<file path="config.mk">
export PLATFORM = sky130hd
export DESIGN_NAME = sliding_window_average_core
export DESIGN_NICKNAME = d
export VERILOG_FILES = /design/src/rtl/swa_pkg.sv /design/src/rtl/swa_ram.sv /design/src/rtl/swa_divider.sv /design/src/rtl/sliding_window_average_core.sv
export SDC_FILE = /design/constraint.sdc
export NUM_CORES = 1
export LEC_CHECK = 0
export ABC_AREA = 1
export ABC_CLOCK_PERIOD_IN_PS = 8800
export BUFFER_PORTS_ARGS = -buffer_cell sky130_fd_sc_hd__buf_4
export CAP_MARGIN = 10
export CORE_MARGIN = 4
export CORE_UTILIZATION = 28
export CTS_CLUSTER_DIAMETER = 150
export CTS_CLUSTER_SIZE = 16
export DETAILED_ROUTE_END_ITERATION = 8
export GPL_TIMING_DRIVEN = 0
export PLACE_DENSITY = 0.42
export RECOVER_POWER = 50
export SYNTH_ARGS = -nofsm -noshare
export SYNTH_HDL_FRONTEND = slang
export SYNTH_SLANG_ARGS = --single-unit
</file>
<file path="constraint.sdc">
create_clock -name clk -period 8.8 [get_ports clk]
set_clock_uncertainty 0.15 [all_clocks]
set_input_delay 0.88 -clock clk [delete_from_list [all_inputs] [get_ports clk]]
set_output_delay 0.88 -clock clk [all_outputs]
set_load 0.05 [all_outputs]
</file>
<file path="src/rtl/swa_pkg.sv">
`timescale 1ns / 1ps
`default_nettype none
// ----------------------------------------------------------------------------
// swa_pkg
// Shared types and constants of the sliding window average filter.
// ----------------------------------------------------------------------------
package swa_pkg;

	localparam int unsigned CFG_W = 7;
	localparam logic [CFG_W-1:0] WINDOW_RESET = 7'd5;

	typedef struct packed {
		logic start;
	} div_ctrl_t;

	typedef struct packed {
		logic busy;
		logic done;
	} div_stat_t;

endpackage
`default_nettype wire

</file>
<file path="src/rtl/swa_ram.sv">
`timescale 1ns / 1ps
`default_nettype none
// ----------------------------------------------------------------------------
// swa_ram
// Generic single-write, single-read RAM with registered read data.
// ----------------------------------------------------------------------------
module swa_ram #(
	parameter int unsigned WIDTH = 16,
	parameter int unsigned DEPTH = 64
) (
	input  wire logic                     clk,
	input  wire logic                     wr_en,
	input  wire logic [$clog2(DEPTH)-1:0] wr_addr,
	input  wire logic [WIDTH-1:0]         wr_data,
	input  wire logic                     rd_en,
	input  wire logic [$clog2(DEPTH)-1:0] rd_addr,
	output logic      [WIDTH-1:0]         rd_data
);

	logic [WIDTH-1:0] mem_q [DEPTH];

	always_ff @(posedge clk) begin
		if (wr_en) begin
			mem_q[wr_addr] <= wr_data;
		end
		if (rd_en) begin
			rd_data <= mem_q[rd_addr];
		end
	end

endmodule
`default_nettype wire

</file>
<file path="src/rtl/swa_divider.sv">
`timescale 1ns / 1ps
`default_nettype none
// ----------------------------------------------------------------------------
// swa_divider
// Unsigned restoring divider, one quotient bit per cycle.
// ----------------------------------------------------------------------------
module swa_divider
	import swa_pkg::*;
#(
	parameter int unsigned DIVIDEND_W = 22,
	parameter int unsigned DIVISOR_W  = 7
) (
	input  wire logic                  clk,
	input  wire logic                  arst_n,
	input  wire div_ctrl_t             ctrl,
	input  wire logic [DIVIDEND_W-1:0] dividend,
	input  wire logic [DIVISOR_W-1:0]  divisor,
	output div_stat_t                  stat,
	output logic      [DIVIDEND_W-1:0] quotient
);

	localparam int unsigned STEP_W = $clog2(DIVIDEND_W + 1);

	logic [DIVISOR_W-1:0]  rem_q;
	logic [DIVISOR_W-1:0]  dvs_q;
	logic [DIVIDEND_W-1:0] quo_q;
	logic [STEP_W-1:0]     cnt_q;
	logic                  busy_q;
	logic                  done_q;

	logic [DIVISOR_W:0]    rem_sh;
	logic [DIVISOR_W:0]    rem_diff;
	logic                  fits;

	always_comb begin
		rem_sh   = {rem_q, quo_q[DIVIDEND_W-1]};
		rem_diff = rem_sh - {1'b0, dvs_q};
		fits     = (rem_sh >= {1'b0, dvs_q});
	end

	always_ff @(posedge clk or negedge arst_n) begin
		if (!arst_n) begin
			busy_q <= 1'b0;
			done_q <= 1'b0;
			cnt_q  <= '0;
		end else begin
			done_q <= 1'b0;
			if (ctrl.start) begin
				busy_q <= 1'b1;
				cnt_q  <= STEP_W'(DIVIDEND_W);
			end else if (busy_q) begin
				cnt_q <= cnt_q - 1'b1;
				if (cnt_q == STEP_W'(1)) begin
					busy_q <= 1'b0;
					done_q <= 1'b1;
				end
			end
		end
	end

	always_ff @(posedge clk) begin
		if (ctrl.start) begin
			rem_q <= '0;
			quo_q <= dividend;
			dvs_q <= divisor;
		end else if (busy_q) begin
			// remainder stays below the divisor, so the top bit drops cleanly
			rem_q <= fits ? rem_diff[DIVISOR_W-1:0] : rem_sh[DIVISOR_W-1:0];
			quo_q <= {quo_q[DIVIDEND_W-2:0], fits};
		end
	end

	assign stat.busy = busy_q;
	assign stat.done = done_q;
	assign quotient  = quo_q;

endmodule
`default_nettype wire

</file>
<file path="src/rtl/sliding_window_average_core.sv">
`timescale 1ns / 1ps
`default_nettype none
// ----------------------------------------------------------------------------
// sliding_window_average_core
// Moving average over the most recent samples, ring held in a RAM.
// ----------------------------------------------------------------------------
// Sequence per sample: ring read and sum update, then a bit-serial division of
//   SUM_W = SAMPLE_BITS + clog2(MAX_WINDOW) bits (22 at defaults), then result.
// A new sample is accepted only once the previous average is registered for
//   output; an unread result stalls input only once the next is ready.
// Reset: window length 5 (capped at MAX_WINDOW), sum, count and slot cleared;
//   ring RAM contents are not cleared and are read only after being written.
// ----------------------------------------------------------------------------
module sliding_window_average_core
	import swa_pkg::*;
#(
	parameter int unsigned MAX_WINDOW  = 64,
	parameter int unsigned SAMPLE_BITS = 16
) (
	input  wire logic                                 clk,
	input  wire logic                                 arst_n,
	// configuration: window_length
	input  wire logic                                 cfg_valid,
	output logic                                      cfg_ready,
	input  wire logic [CFG_W-1:0]                     cfg_data,
	// input samples
	input  wire logic                                 s_tvalid,
	output logic                                      s_tready,
	input  wire logic [((SAMPLE_BITS+7)/8)*8-1:0]     s_tdata,  // [SAMPLE_BITS-1:0] sample
	// output averages
	output logic                                      m_tvalid,
	input  wire logic                                 m_tready,
	output logic      [((SAMPLE_BITS+7)/8)*8-1:0]     m_tdata   // [SAMPLE_BITS-1:0] average
);

	localparam int unsigned DATA_W = ((SAMPLE_BITS + 7) / 8) * 8;
	localparam int unsigned ADDR_W = $clog2(MAX_WINDOW);
	localparam int unsigned CNT_W  = $clog2(MAX_WINDOW + 1);
	localparam int unsigned CMP_W  = (CNT_W > CFG_W) ? CNT_W : CFG_W;
	localparam int unsigned SUM_W  = SAMPLE_BITS + ADDR_W;

	localparam logic [2:0] ST_IDLE   = 3'd0;
	localparam logic [2:0] ST_UPDATE = 3'd1;
	localparam logic [2:0] ST_START  = 3'd2;
	localparam logic [2:0] ST_WAIT   = 3'd3;
	localparam logic [2:0] ST_DONE   = 3'd4;

	function automatic logic [CNT_W-1:0] eff_len(input logic [CFG_W-1:0] v);
		logic [CMP_W-1:0] ext;
		ext = CMP_W'(v);
		if (ext == '0) begin
			return CNT_W'(1);
		end else if (ext > CMP_W'(MAX_WINDOW)) begin
			return CNT_W'(MAX_WINDOW);
		end else begin
			return CNT_W'(ext);
		end
	endfunction

	logic [2:0]             state_q;
	logic [CNT_W-1:0]       len_q;
	logic [CNT_W-1:0]       held_q;
	logic [ADDR_W-1:0]      slot_q;
	logic [SUM_W-1:0]       sum_q;
	logic [SAMPLE_BITS-1:0] sample_q;
	logic                   neg_q;
	logic [SAMPLE_BITS-1:0] out_q;
	logic                   out_valid_q;

	logic                   s_accept;
	logic                   cfg_accept;
	logic                   out_free;
	logic                   result_load;
	logic                   full;
	logic [SAMPLE_BITS-1:0] old_sample;
	logic [SUM_W-1:0]       old_ext;
	logic [SUM_W-1:0]       new_ext;
	logic [SUM_W-1:0]       mag;
	logic [SAMPLE_BITS-1:0] quo_lo;
	logic [SAMPLE_BITS-1:0] avg;
	logic [CNT_W-1:0]       slot_inc;
	div_ctrl_t              div_ctrl;
	div_stat_t              div_stat;
	logic [SUM_W-1:0]       div_quo;

	// config only between samples; a pending config transaction goes first
	assign cfg_ready  = (state_q == ST_IDLE);
	assign cfg_accept = cfg_valid & cfg_ready;
	assign s_tready   = (state_q == ST_IDLE) && !cfg_valid;
	assign s_accept   = s_tvalid & s_tready;
	assign out_free   = !out_valid_q || m_tready;
	assign m_tvalid   = out_valid_q;
	assign m_tdata    = DATA_W'(out_q);

	swa_ram #(
		.WIDTH(SAMPLE_BITS),
		.DEPTH(MAX_WINDOW)
	) u_ring (
		.clk     (clk),
		.wr_en   (state_q == ST_UPDATE),
		.wr_addr (slot_q),
		.wr_data (sample_q),
		.rd_en   (s_accept),
		.rd_addr (slot_q),
		.rd_data (old_sample)
	);

	always_comb begin
		full     = (held_q == len_q);
		old_ext  = {{ADDR_W{old_sample[SAMPLE_BITS-1]}}, old_sample};
		new_ext  = {{ADDR_W{sample_q[SAMPLE_BITS-1]}}, sample_q};
		slot_inc = CNT_W'(slot_q) + 1'b1;
		mag      = sum_q[SUM_W-1] ? (~sum_q + 1'b1) : sum_q;
		quo_lo   = div_quo[SAMPLE_BITS-1:0];
		avg      = neg_q ? (~quo_lo + 1'b1) : quo_lo;
		div_ctrl.start = (state_q == ST_START);
		result_load = (((state_q == ST_WAIT) && div_stat.done) || (state_q == ST_DONE))
			&& out_free;
	end

	swa_divider #(
		.DIVIDEND_W(SUM_W),
		.DIVISOR_W (CNT_W)
	) u_div (
		.clk      (clk),
		.arst_n   (arst_n),
		.ctrl     (div_ctrl),
		.dividend (mag),
		.divisor  (held_q),
		.stat     (div_stat),
		.quotient (div_quo)
	);

	always_ff @(posedge clk or negedge arst_n) begin
		if (!arst_n) begin
			state_q     <= ST_IDLE;
			len_q       <= eff_len(WINDOW_RESET);
			held_q      <= '0;
			slot_q      <= '0;
			sum_q       <= '0;
			out_valid_q <= 1'b0;
		end else begin
			if (result_load) begin
				out_valid_q <= 1'b1;
			end else if (m_tready) begin
				out_valid_q <= 1'b0;
			end
			if (cfg_accept) begin
				len_q  <= eff_len(cfg_data);
				held_q <= '0;
				slot_q <= '0;
				sum_q  <= '0;
			end
			unique case (state_q)
				ST_IDLE: begin
					if (s_accept) begin
						state_q <= ST_UPDATE;
					end
				end
				ST_UPDATE: begin
					// ring read of the oldest sample landed this cycle
					sum_q  <= sum_q - (full ? old_ext : '0) + new_ext;
					held_q <= full ? held_q : held_q + 1'b1;
					slot_q <= (slot_inc == len_q) ? '0 : slot_inc[ADDR_W-1:0];
					state_q <= ST_START;
				end
				ST_START: begin
					state_q <= ST_WAIT;
				end
				ST_WAIT: begin
					if (div_stat.done) begin
						if (out_free) begin
							state_q <= ST_IDLE;
						end else begin
							state_q <= ST_DONE;
						end
					end
				end
				ST_DONE: begin
					if (out_free) begin
						state_q <= ST_IDLE;
					end
				end
				default: begin
					state_q <= ST_IDLE;
				end
			endcase
		end
	end

	always_ff @(posedge clk) begin
		if (s_accept) begin
			sample_q <= s_tdata[SAMPLE_BITS-1:0];
		end
		if (state_q == ST_START) begin
			neg_q <= sum_q[SUM_W-1];
		end
		if (result_load) begin
			out_q <= avg;
		end
	end

	// held count never passes the window length
	assert property (@(posedge clk) disable iff (!arst_n) held_q <= len_q)
		else $error("held count above window length");

	// write slot stays inside the window
	assert property (@(posedge clk) disable iff (!arst_n) CNT_W'(slot_q) < len_q)
		else $error("write slot outside window");

	// divider completes only while the sequencer waits for it
	assert property (@(posedge clk) disable iff (!arst_n)
		div_stat.done |-> (state_q == ST_WAIT))
		else $error("divider done outside wait state");

	// a new result appears only from the wait or hold states
	assert property (@(posedge clk) disable iff (!arst_n)
		$rose(out_valid_q) |-> ($past(state_q) == ST_WAIT || $past(state_q) == ST_DONE))
		else $error("result raised outside completion");

	// no new sample is taken while the divider runs
	assert property (@(posedge clk) disable iff (!arst_n)
		div_stat.busy |-> !s_tready)
		else $error("input ready during division");

endmodule
`default_nettype wire

</file>
# Word-level counts from Yosys, hierarchy flattened
# Memory sizes are Yosys's and may differ from the RTL's. A register that Yosys moved wholly into a read port is not among the register bits.
# Cells that the tools add are included.
[classes]
n_bitwise = 4
addsub = 8
magnitude_cmp = 2
n_eq_ne = 11
n_mux = 33
reduce_logical = 14
[op_table]
columns = ["operator", "n"]
rows = [
  ["two-way mux 22 bit", 6],
  ["two-way mux 7 bit", 6],
  ["adder 22 x 1 -> 22 bit, second input constant", 1],
  ["adder 22 bit", 1],
  ["inverter 22 bit", 1],
  ["subtractor 22 bit", 1],
  ["two-way mux 6 bit", 3],
  ["adder 16 x 1 -> 16 bit, second input constant", 1],
  ["two-way mux 16 bit", 1],
  ["inverter 16 bit", 1],
  ["one-hot mux 3 bit (5 select lines)", 1],
  ["== test 7 bit", 2],
  ["two-way mux 3 bit", 4],
  ["two-way mux 1 bit", 10],
  ["two-way mux 5 bit", 2],
  ["greater-or-equal comparator 8 x 7 -> 1 bit", 1],
  ["adder 6 x 1 -> 7 bit, second input constant", 1],
  ["adder 7 x 1 -> 7 bit, second input constant", 1],
  ["> comparator 7 bit, second input constant", 1],
  ["logical NOT 7 bit", 1],
  ["subtractor 7 bit", 1],
  ["== test 3 x 2 -> 1 bit, second input constant", 2],
  ["nonzero test 2 bit", 3],
  ["== test 5 x 1 -> 1 bit, second input constant", 1],
  ["other kinds (12)", 19],
]
[word_totals]
word_cells = 88
in_bits = 28
output_inout_bits = 19
regBits = 122
mem_bits_rw = 1024
mem_count = 1
[mem_list]
columns = ["memory", "depth", "width", "read_ports", "rd_ports_with_merged_regs", "write_ports", "line", "rtl"]
rows = [
  ["u_ring.mem_q", 64, 16, 1, 1, 1, "swa_ram.sv:20", "logic [WIDTH-1:0] mem_q [DEPTH];"],
]

# Logic depth before layout (Yosys ltp)
[logic_depth]
ltp_word = 5
ltp_mapped = 23
ltp_nobuf = 22

# Modules after synthesis
# Synthesis repeated with hierarchy kept, for this count alone.
[hier_totals]
cells_unflattened = 4626
hier_area_um2 = 50803.7
[by_module_without_submodules]
columns = ["module", "cells_per_inst", "area_per_inst_um2", "instances"]
rows = [
  ["swa_ram", 3517, 42259.3, 1],
  ["sliding_window_average_core", 853, 6342.3, 1],
  ["swa_divider", 256, 2202.1, 1],
]

# Worst setup path after synthesis
# No wires, ideal clock.
[synth_path]
path_kind = "register -> register"
startpoint = "register state_q[2]"
endpoint = "register sample_q[0], enable pin"
slack_ns = 4.485
required_ns = 8.189
arrival_ns = 3.703
path_buffers = 0
stages_incl_launch_ff = 6
path_cell_list = "dfrtp_1 nor2_1 inv_1 nor2_1 inv_1 nor3_1"
[synth_via]
elab_chain_cells = 3
[synth_lines]
columns = ["element", "line", "rtl"]
rows = [
  ["start, declared", "sliding_window_average_core.sv:60", "logic [2:0] state_q;"],
  ["start signal, assigned", "sliding_window_average_core.sv:136", "state_q <= ST_IDLE;"],
  ["start signal, assigned", "sliding_window_average_core.sv:157", "state_q <= ST_UPDATE;"],
  ["start signal, assigned", "sliding_window_average_core.sv:165", "state_q <= ST_START;"],
  ["logical NOT 3 bit", "--", ""],
  ["named net cfg_ready", "sliding_window_average_core.sv:24", "output logic cfg_ready,"],
  ["logical AND 1 bit", "sliding_window_average_core.sv:89", "assign s_tready = (state_q == ST_IDLE) && !cfg_valid;"],
  ["AND 1 bit", "sliding_window_average_core.sv:90", "assign s_accept = s_tvalid & s_tready;"],
  ["named net s_accept", "sliding_window_average_core.sv:70", "logic s_accept;"],
  ["end signal, assigned", "sliding_window_average_core.sv:193", "sample_q <= s_tdata[SAMPLE_BITS-1:0];"],
  ["end, declared", "sliding_window_average_core.sv:65", "logic [SAMPLE_BITS-1:0] sample_q;"],
]
# The timed path passes the listed nets, and every way through them passes these cells.
# A chain may end at the register's enable or synchronous reset.

# Worst setup path after layout
[layout_path]
startpoint = "register sample_q[7]"
endpoint = "register sum_q[12]"
[layout_via]
elab_chain_cells = 2
[layout_lines]
columns = ["element", "line", "rtl"]
rows = [
  ["adder 22 bit", "sliding_window_average_core.sv:162", "sum_q <= sum_q - (full ? old_ext : '0) + new_ext;"],
  ["two-way mux 22 bit", "sliding_window_average_core.sv:154", "unique case (state_q)"],
  ["end signal, assigned", "sliding_window_average_core.sv:162", ""],
  ["end, declared", "sliding_window_average_core.sv:64", "logic [SUM_W-1:0] sum_q;"],
]
# Every way passes these cells.

==> results.md <==
* P_leak at approximately 21 nW
* Hold_sp: s_tdata[10]
* CTS Sinks at 1162
* Reg power frac at 38.5%
* CP Data Required Time at 9.25 ns
* Initial Util at 28.2%
* DP Area at 56000 um^2
* Violated checks: capacitance limit, slew limit
* Max H-tree Level at 3
* CTS buffer count at 82
* Layout Area Growth over Synthesis at 14.4%
* Pint at 9.81 mW
* Most instantiated library cell after synthesis: nand2_1
* Psw at ~7.2 mW
* Simple-gate area share of the yosys netlist at 18.0%
* Hold Crit Class: in2reg
* Max IR drop VDD at between 0.1 and 0.15 mV
* Initial antenna violation count at 10
* Die X at 430 um
* Final period util at 51.3%
* Most common cell on crit path: nand2_1
* Hold path cells at 1
* Pins Over Slew Limit at between 50 and 60
* Antenna Nets Post-Route at 0
* R2r setup slk at 4.28 ns
* XOR/XNOR Fraction of Synth Area at 0.756%
* CTS tree: done
* Path depth of the worst reg2reg path at 15
* Pre-CTS setup slack at 4.55 ns
* Rows at 154
* Cell variety after synth at 44
* Fmax achieved at 221 MHz
* Clk buf depth at 3
* Setup violations, final at 0
* Worst-path clk slew at roughly 0.09 ns
* Sw frac at 42.4%
* Setup crit end kind: flip-flop
* Die Span Y at 430 um
* Worst-Skew Late Latency at 0.77 ns
* Number of synthesized flops with an enable pin at 1102
* Crit-path leading delay family: buffers and inverters
* Synth area leaders: edfxtp_1, nand2_1, inv_1
* Slew @ Worst Pin at 3.16 ns
* Hold Path End: sample_q[10]$_DFFE_PP_
* PD cells at 299 nW/um^2
* # hold bufs at CTS at 0
* Post-Syn Area at between 40000 and 50000 um^2
* CTS root buf: clkbuf_16
* Final Wtd Congestion at 0.958
* Cell Chain, Critical Path: clkbuf_1, clkbuf_1, inv_1, fa_1, inv_1, ha_1, nand2_1, inv_1, nand2_1, o21bai_1, nand2_1, nand2_1, nand2_1, nand3_1, nand2_1
* Largest family of logic cells by synthesized area: simple AND/OR/NAND/NOR gates
* Crit Path Max Fanout at 17
* Vias per inst at 4.89
* Post-route cell area at 56900 um^2
* Hold Violations, Final at 0
* Full die area at 185000 um^2
* Total routed wirelength at between 150 and 200 mm
* Vias in the first global route at 32800
* Routed WL per cell at 27.8 um
* Crit path max-delay cell type: clkbuf_1
* Setup WS post-layout at 4.28 ns
* I/O pins at 47
* Leading area contributor after synthesis: edfxtp_1
* Total power at 17.0 mW
* Worst path bufs/invs at 5
* DP HPWL at 142 mm
* Ys async rst share at under 10%
* Largest net degree at the start of global routing at 54
* Synth warn at 0
* Fin Setup TNS at 0 ns
* PortBufs at 46
* Sequential-to-total area share from yosys stat at approximately 69%
* Synthesized net count at 4561
* Period minus WS final at 4.52 ns
* Worst slew margin at -111%
* Pre-antenna DRT Iters at 5
* Unrepaired setup endpoints after global routing: false
* Global Route Usage Sum at 20.8%
* Compound-cell area share of the yosys netlist at 5.31%
* Worst Path Arrival at 4.97 ns
* Post-synth top flop: edfxtp_1
* DR vias at 34600
* First-pass GRT wire length at between 200 and 300 mm
* # fillers at 18100
* Final core utilization at 32.3%
* GRT overflow at 0
* Count of cells resized by post-cts repair at 0
* Final net count at approximately 4800
* Violation count after the first detailed-route iteration at 3954
* Top-area cell type share of the netlist area at 66.5%
* Gate power share at 39.7%
* Crit start category: flip-flop
* Status: finished with violations
* Mux cell area share after synthesis at 0%
* Most frequent cells after synthesis: nand2_1, edfxtp_1, inv_1
* CP peak stage delay at 0.85 ns
* Worst R2R End: sum_q[12]$_DFFE_PN0P_
* Max cap viols at 1
* Share of layout cells above drive strength 1 at just under 9%
* Core Box Area at 176000 um^2
* Gate count of the mapped netlist at 4476
* R2r startpoint: sample_q[7]$_DFFE_PP_
* Post-synthesis adder-cell area fraction at 1.76%
* Drc violations at 0
* Yosys reg bits at 1162
* Crit path kind: reg2reg
* Syn_area_per_cell at 11.1 um^2
* Clock power frac at 21.8%
* Post-CTS setup buffer count at 0
[placed cells by master, fill, tap and decap left out, types with 36 or more instances in the layout]
cell	synthesis	routed
inv_1	354	355
o21ai_0	179	179
nand2_1	1433	1433
dfrtp_1	51	51
xor2_1	36	36
edfxtp_1	1102	1102
or2_1	38	38
nand3b_1	49	49
clkbuf_1	47	118
o21ai_1	38	38
nand3_1	214	214
nor2_4	3	44
nand4_1	77	77
buf_4	13	42
buf_2	106	106
nor2_1	304	241
clkbuf_16	0	82
a21oi_1	250	250
[kinds of logic (layout without fill, tap and decap cells)]
group,after synthesis,count (layout)
other,0,3
adder cells (fa/ha/maj),57,57
buffers and inverters,551,802
AO/OA/AOI/OAI,510,510
AND/OR/NAND/NOR,2153,2153
flip-flops,1162,1162
XOR/XNOR,43,43
[worst max-delay path by stage]
stage,from,to,slack [ns],depth (start not counted)
final,sample_q[7]$_DFFE_PP_,sum_q[12]$_DFFE_PN0P_,4.28,15
after global routing,sample_q[7]$_DFFE_PP_,sum_q[20]$_DFFE_PN0P_,3.87,13
after CTS,held_q[4]$_DFFE_PN0P_,sum_q[14]$_DFFE_PN0P_,4.54,22
after detailed placement,held_q[4]$_DFFE_PN0P_,sum_q[14]$_DFFE_PN0P_,4.55,22
after global placement,state_q[2]$_DFFE_PN0P_,u_ring.mem_q[31][9]$_DFFE_PP_,2.77,4
after floorplan,state_q[2]$_DFFE_PN0P_,sample_q[0]$_DFFE_PP_,4.49,5
[per-stage QoR]
| stage | hold WS, ns | cells |
|---|---|---|
| 3_3_place_gp | 0.297 | 6862 |
| 2_1_floorplan | 0.276 | 4476 |
| 5_1_grt | 0.148 | 7067 |
| 3_5_place_dp | 0.296 | 6966 |
| 4_1_cts | 0.0516 | 7066 |
| 6_report | 0.197 | 7070 |
[layer usage]
layer,wire [um],global-route usage (%),part of all wire [%],up-vias
li1,-,-,-,15600
met1,81500,27.3,42,17300
met3,14000,3.84,7.2,331
met4,9630,8.80,4.9,8
met2,90800,33.6,46,1317
met5,242,0,0.12,-
[area by class of cell]
| class | instances | area [um^2] | area share [%] |
|---|---|---|---|
| sequential | 1162 | 34600 | 60.7 |
| buffer | 189 | 1000 | 1.76 |
| clock inverter | 8 | 154 | 0.270 |
| inverter | 362 | 1360 | 2.39 |
| multi-input combinational | 2763 | 13200 | 23.2 |
| antenna | 3 | 7.51 | 0.0132 |
| tap | 2340 | 2930 | 5.14 |
| timing repair buffer | 151 | 1610 | 2.83 |
| clock buffer | 92 | 2090 | 3.67 |
[power by group through the flow]
stage          clock (mW)  combinational, mW  sequential, mW
2_1_floorplan           0               3.72            6.67
3_3_place_gp            0               6.52            6.82
3_5_place_dp            0               6.79            6.69
4_1_cts              3.80               6.82            6.57
5_1_grt              3.98               7.29            6.59
6_report             3.72               6.76            6.56
[flip-flops by register name, indices dropped and copies added, names as in the netlist]
register and count:
held_q 7, len_q 7, m_tdata 16, m_tvalid 1
neg_q 1, sample_q 16, slot_q 6, state_q 3
sum_q 22, u_div.busy_q 1, u_div.cnt_q 5, u_div.done_q 1
u_div.dvs_q 7, u_div.quotient 22, u_div.rem_q 7, u_ring.mem_q 1024
u_ring.rd_data 16
(Power assumes the default switching activity.)
